--- src/mf3_pkg.sv ---
// Shared types and constants of the 3x3 RGB median filter.
package mf3_pkg;

  localparam int PIX_W   = 24;
  localparam int CH_W    = 8;
  localparam int WIN_N   = 9;
  localparam int COL_W   = 10;
  localparam int ROW_W   = 16;
  localparam int CFG_W   = 16;
  localparam int FW_W    = 11;

  localparam logic REG_FRAME_WIDTH  = 1'b0;
  localparam logic REG_FRAME_HEIGHT = 1'b1;

  typedef logic [PIX_W-1:0] pixel_t;
  typedef logic [WIN_N-1:0][PIX_W-1:0] win_t;

  typedef struct packed {
    logic [COL_W-1:0] col;
    logic [ROW_W-1:0] row;
    logic             run_last;
    logic             frame_last;
  } rsl_ctl_t;

endpackage

--- src/mf3_median.sv ---
// Three-stage rank-select median pipeline for one clipped window.
module mf3_median (
  input  logic                clk,
  input  logic                rst_n,
  input  logic                i_valid,
  output logic                i_ready,
  input  mf3_pkg::win_t       i_win,
  input  logic [8:0]          i_mask,
  input  logic [3:0]          i_cnt,
  input  mf3_pkg::rsl_ctl_t   i_ctl,
  output logic                o_valid,
  input  logic                o_ready,
  output logic [2:0][7:0]     o_med,
  output mf3_pkg::rsl_ctl_t   o_ctl
);
  import mf3_pkg::*;

  logic a_v_r, b_v_r, o_v_r;
  logic a_en, b_en, c_en;

  win_t       a_win_r, b_win_r;
  logic [8:0] a_mask_r, b_mask_r;
  logic [3:0] a_cnt_r, b_cnt_r;
  rsl_ctl_t   a_ctl_r, b_ctl_r, o_ctl_r;
  logic [2:0][8:0][3:0] rank_nxt, b_rank_r;
  logic [2:0][7:0] med_nxt, o_med_r;

  assign c_en    = !o_v_r || o_ready;
  assign b_en    = !b_v_r || c_en;
  assign a_en    = !a_v_r || b_en;
  assign i_ready = a_en;

  always_comb begin
    logic [CH_W-1:0] vi, vj;
    for (int k = 0; k < 3; k++) begin
      for (int i = 0; i < WIN_N; i++) begin
        rank_nxt[k][i] = '0;
        vi = a_win_r[i][CH_W*k +: CH_W];
        for (int j = 0; j < WIN_N; j++) begin
          vj = a_win_r[j][CH_W*k +: CH_W];
          if (j != i && a_mask_r[j] && ((vj < vi) || (vj == vi && j < i))) begin
            rank_nxt[k][i] = rank_nxt[k][i] + 4'd1;
          end
        end
      end
    end
  end

  always_comb begin
    logic [3:0] ka, kb;
    logic [CH_W-1:0] lo, hi;
    logic [CH_W:0] sum;
    ka = (b_cnt_r - 4'd1) >> 1;
    kb = b_cnt_r >> 1;
    for (int k = 0; k < 3; k++) begin
      lo = '0;
      hi = '0;
      for (int i = 0; i < WIN_N; i++) begin
        if (b_mask_r[i] && b_rank_r[k][i] == ka) begin
          lo = lo | b_win_r[i][CH_W*k +: CH_W];
        end
        if (b_mask_r[i] && b_rank_r[k][i] == kb) begin
          hi = hi | b_win_r[i][CH_W*k +: CH_W];
        end
      end
      sum = {1'b0, lo} + {1'b0, hi};
      med_nxt[k] = sum[CH_W:1];
    end
  end

  always_ff @(posedge clk) begin
    if (!rst_n) begin
      a_v_r <= 1'b0;
      b_v_r <= 1'b0;
      o_v_r <= 1'b0;
    end else begin
      if (a_en) begin
        a_v_r <= i_valid;
      end
      if (b_en) begin
        b_v_r <= a_v_r;
      end
      if (c_en) begin
        o_v_r <= b_v_r;
      end
    end
  end

  always_ff @(posedge clk) begin
    if (a_en) begin
      a_win_r  <= i_win;
      a_mask_r <= i_mask;
      a_cnt_r  <= i_cnt;
      a_ctl_r  <= i_ctl;
    end
    if (b_en) begin
      b_win_r  <= a_win_r;
      b_mask_r <= a_mask_r;
      b_cnt_r  <= a_cnt_r;
      b_ctl_r  <= a_ctl_r;
      b_rank_r <= rank_nxt;
    end
    if (c_en) begin
      o_med_r <= med_nxt;
      o_ctl_r <= b_ctl_r;
    end
  end

  assign o_valid = o_v_r;
  assign o_med   = o_med_r;
  assign o_ctl   = o_ctl_r;

endmodule

--- config.mk ---
export PLATFORM = sky130hd
export DESIGN_NAME = mf3_median
export DESIGN_NICKNAME = d
export VERILOG_FILES = /design/src/mf3_pkg.sv /design/src/mf3_median.sv
export SDC_FILE = /design/constraint.sdc
export NUM_CORES = 2
export LEC_CHECK = 0
export BUFFER_PORTS_ARGS = -buffer_cell sky130_fd_sc_hd__buf_2
export CAP_MARGIN = 20
export CORE_ASPECT_RATIO = 1.1
export CORE_UTILIZATION = 50
export DETAILED_ROUTE_END_ITERATION = 8
export PLACE_DENSITY = 0.79
export SLEW_MARGIN = 40
export SYNTH_ARGS = -nofsm -noshare
export SYNTH_HDL_FRONTEND = slang
export SYNTH_SLANG_ARGS = --single-unit
--- constraint.sdc ---
create_clock -name clk -period 24.3 [get_ports clk]
set_input_delay 1.215 -clock clk [delete_from_list [all_inputs] [get_ports clk]]
set_output_delay 1.215 -clock clk [all_outputs]
set_load 0.05 [all_outputs]
Word-level counts from Yosys, hierarchy flattened
Cells that the tools add are included.

Add/sub/neg operators: 193. Magnitude comparators: 216. Equality and inequality tests: 162. Muxes and demuxes: 270. Bitwise gates (word level): 48. Reductions and logical operators: 384.

Operators by type and width (number): $lt 8x8->1 (216); $eq 8x8->1 (108); $mux 4 (189); $add 4x1->4 const B (162); $mux 8 (54); $or 8x8->8 (48); $logic_and 1x1->1 (270); $eq 4x3->1 (54); $logic_or 1x1->1 (111); $add 1x1->2 const B (27); $add 8x8->9 (3); $mux 1 (27); $sub 4x1->4 const B (1); $logic_not 1->1 (3).

Flip-flop bits (word level): 677. Input bits: 261. Output and inout port bits: 54. Logic and storage cells: 1340.

Logic depth before layout (Yosys ltp)
Depth after elaboration: 21. Mapped depth: 31. Mapped depth without buffers: 31.

Worst setup path before layout
No wires, ideal clock.

Path kind: input -> register. Start point: input o_ready. End point: register a_cnt_r[0], enable pin. Setup time: 2758 ps. Arrival time: 7507 ps. Data required time: 21542 ps. Path slack: 14035 ps. Stages on the path: 2. Cells stage by stage: nor2b_1 > nand3_1.

Word-level cells in the longest chain between the ends: 3.

Ends and longest elaborated chain: start: declaration (line mf3_median.sv:12) `input logic o_ready,`; $logic_or 1x1->1 (line mf3_median.sv:28) `assign c_en = !o_v_r || o_ready;`; $logic_or 1x1->1 (line mf3_median.sv:29) `assign b_en = !b_v_r || c_en;`; $logic_or 1x1->1 (line mf3_median.sv:30) `assign a_en = !a_v_r || b_en;`; net i_ready (line mf3_median.sv:6) `output logic i_ready,`; end signal: assignment (line mf3_median.sv:93) `a_cnt_r <= i_cnt;`; end: declaration (line mf3_median.sv:23) `logic [3:0] a_cnt_r, b_cnt_r;`.

The timed path passes the listed nets, and every way through them passes these cells. A chain may end at the register's enable or synchronous reset.

==> flow_metrics.tcl <==
set metrics [dict create \
    slew_headroom_pct 36.7 \
    ys_seq_elements 677 \
    power_switching_mw 1.85 \
    synth_area_sq_um 58300 \
    routed.top_layer "met5" \
    cts_tree "yes" \
    design_area_sq_um 64800 \
    io_pins 315 \
    fp.dieH_um 360 \
    critical_path_class "reg2reg" \
    drv_slew 0 \
    cts_buffer_depth 3 \
    root_buffer "clkbuf_16" \
    tns_ns 0 \
    io_buffer_count 314 \
    cts_hold_buf 0 \
    yosysWarnings 0 \
    clkSinkCount 677 \
    drt-pass1-iter-count 9 \
    post-route-min-period_ns 6.60 \
    synth.avg_cell_area_sq_um 10.7 \
    pwr-share-clk_pct 24.9 \
    clkTransAtPathRegs_ns 0.07 \
    setup_ws_ns 17.70 \
    final_antenna_net_count 0 \
    clk_latency_ns 0.73 \
    die_width_um 327 \
    cts_inserted_buffers 78 \
    grt_use_total_pct 32.4 \
    crit_path_end "b_rank_r[105]" \
    setup.worst_path.start_class "register" \
    yosysTopAreaCellShare_pct 34.7 \
    setup_violations 0 \
    dr.first_iter.drc_count 5130 \
    fmax_mhz 152 \
    r2r_start "a_win_r[41]" \
    fin_worst_skew_ns 0.0581 \
    pwr-share-comb_pct 41.4 \
    vias_per_cell 6.52 \
    syn_inst 5458 \
    synthTopCellsByArea "edfxtp_1 35%, ha_1 23%, xnor2_1 4.4%" \
    failed_checks "design-rule violations" \
    overflow 0 \
    regToRegEndpoint "b_rank_r[105]" \
    route.met2.wl_um 89700 \
    rsz0062_at_grt "false" \
    synthFlopType "edfxtp_1" \
    cts-resized-gates 0 \
    startpoint "a_win_r[41]" \
    fp-row-count 130 \
    wl_met3_um 20500 \
    routed_wl_um 196000 \
    drc_errors 1 \
    yosysUniqueCellTypes 98 \
    cts_setup_buffers 0 \
    hold_path_class "reg2reg" \
    worst_ep_required_time_ns 24.75 \
    rrSetupSlack_ns 17.70 \
    initial_core_util_pct 50.7 \
    r2r_cells 27 \
    wl_per_cell_um 26.2 \
    nets 7211 \
    post-synth-top-area-cell "edfxtp_1" \
    synth_seq_area_share_pct 34.8 \
    power.density_nw_per_um2 74.9 \
    finalHoldViolations 0 \
    syn_to_final_growth_pct 11.3 \
    synth-edff-count 674 \
    worstMarginPinSlew_ns 0.944 \
    ir_drop_mv 0.0992 \
    p_seq_share_pct 33.7 \
    async_reset_ff_share_pct 0 \
    netlist_top_cells_count "1,075 x ha_1, 674 x edfxtp_1, 370 x inv_1, 301 x a21oi_1, 295 x xnor2_1" \
    p_int_mw 3.01 \
    end_kind "register" \
    fin_crit_sh_pct 27.2 \
    met1_length_um 71400 \
    leakage_nw 28.6 \
    placed_area_sq_um 62200 \
    antenna_found_initial 12 \
    grt_max_degree 81 \
    htreeDepth 3 \
    num_vias 48600 \
    grt_pass1_wl_um 287000 \
    p_sw_share_pct 38.1 \
    dpl_worst_slack_ns 17.81 \
    layout-drive-gt1-share_pct 12.2 \
    hpwl_um 144000 \
    core_area_sq_um 115000 \
    fp.dieArea_sq_um 118000 \
    crit_fanout 7 \
    gp_congestion 1.00 \
    synth_fp_nets 6797 \
    grt_pass1_vias 47800 \
    synth.most_common_cell "ha_1" \
    arrival_ns 7.05 \
    maxCapViolCount 0 \
    status "complete, but fails checks" \
]
-- worst min path at each step --
stage	start	endpoint	slack (ns)	depth (start not counted)
after global routing	a_ctl_r[3]	b_ctl_r[3]	0.42	0
after detailed placement	a_ctl_r[15]	b_ctl_r[15]	0.40	0
final	a_ctl_r[3]	b_ctl_r[3]	0.41	0
after floorplan	a_cnt_r[0]	b_cnt_r[0]	0.40	0
after global placement	b_ctl_r[16]	o_ctl[16]	0.40	0
after CTS	a_ctl_r[3]	b_ctl_r[3]	0.41	0
-- worst max-delay path: stages, from the launching register on --
cell and delay (ns):
edfxtp_1 0.56, inv_1 0.15, ha_1 0.33, nor2b_1 0.13, o21a_1 0.16, o21a_1 0.17, o21a_1 0.16, o21a_1 0.16
o21ai_0 0.14, nand2b_1 0.10, a21o_1 0.18, o21ai_0 0.34, inv_1 0.08, ha_1 0.32, xnor2_1 0.31, inv_1 0.10
ha_1 0.29, inv_1 0.06, nor2_1 0.05, a21o_1 0.19, ha_1 0.29, mux2_2 0.29, ha_1 0.29, mux2_2 0.30
ha_1 0.32, mux2_2 0.29, ha_1 0.28, mux2_2 0.27
-- power by group through the flow --
stage                     Sequential, mW  Clock [mW]  Combinational (mW)
after floorplan                     1.67           0                1.40
after global placement              1.65           0                1.87
after detailed placement            1.65           0                1.96
after CTS                           1.63        1.22                1.97
after global routing                1.64        1.27                2.20
final                               1.63        1.21                2.01
-- per-layer routing --
metal | vias to the layer above | global-route usage, %
li1 | 21800 | -
met1 | 23100 | 38.7
met2 | 2809 | 53.3
met3 | 828 | 6.31
met4 | 2 | 20.3
met5 | - | 0
-- layout make-up --
cell class              count  area, sq um
fillers                  9657        50000
clock inverters            51          536
inverters                 374         1400
flip-flops and latches    677        20300
clock buffers              93         2060
well taps                1518         1900
multi-input cells        4345        36400
repair buffers            396         2210
diodes                      3         7.51
-- logic make-up after synthesis --
kind of cell    Yosys count  share of synthesized area (%)
simple gates           1362                           12.9
compound gates         1251                           15.0
fa+ha+maj              1078                           23.2
flops                   677                           34.8
xor+xnor                552                           9.13
buf+inv                 436                           2.96
mux                     102                           1.93
-- state kept, by name, indices dropped and copies added (netlist names), 24 cells and up --
| register | flops |
|---|---|
| a_win_r | 216 |
| o_med | 24 |
| a_ctl_r | 28 |
| b_rank_r | 108 |
| o_ctl | 28 |
| b_ctl_r | 28 |
| b_win_r | 216 |
-- placed cells by master, fill, tap and decap left out, types with 67 or more instances in the layout --
cell type / count
xnor2_1: 295
buf_2: 314
inv_1: 369
ha_1: 1074
o21a_1: 96
a21o_1: 118
buf_4: 77
nand2_1: 252
a21oi_1: 301
nand4_1: 208
o21ai_0: 150
nor3_1: 67
nor2b_1: 126
edfxtp_1: 674
xor2_1: 219
o211ai_1: 82
mux2_2: 83
nor2_1: 221
nand3_1: 132
clkbuf_16: 79
-- metrics by stage --
stage	total power [mW]	utilization (%)	hold WS, ns	instances
detailed placement	3.61	54.2	0.405	7310
floorplan	3.07	-	0.400	5458
finish	4.86	56.5	0.413	7457
global route	5.11	56.5	0.423	7454
CTS	4.83	56.4	0.412	7454
global placement	3.51	54.1	0.401	7310
(Power assumes the default switching activity.)
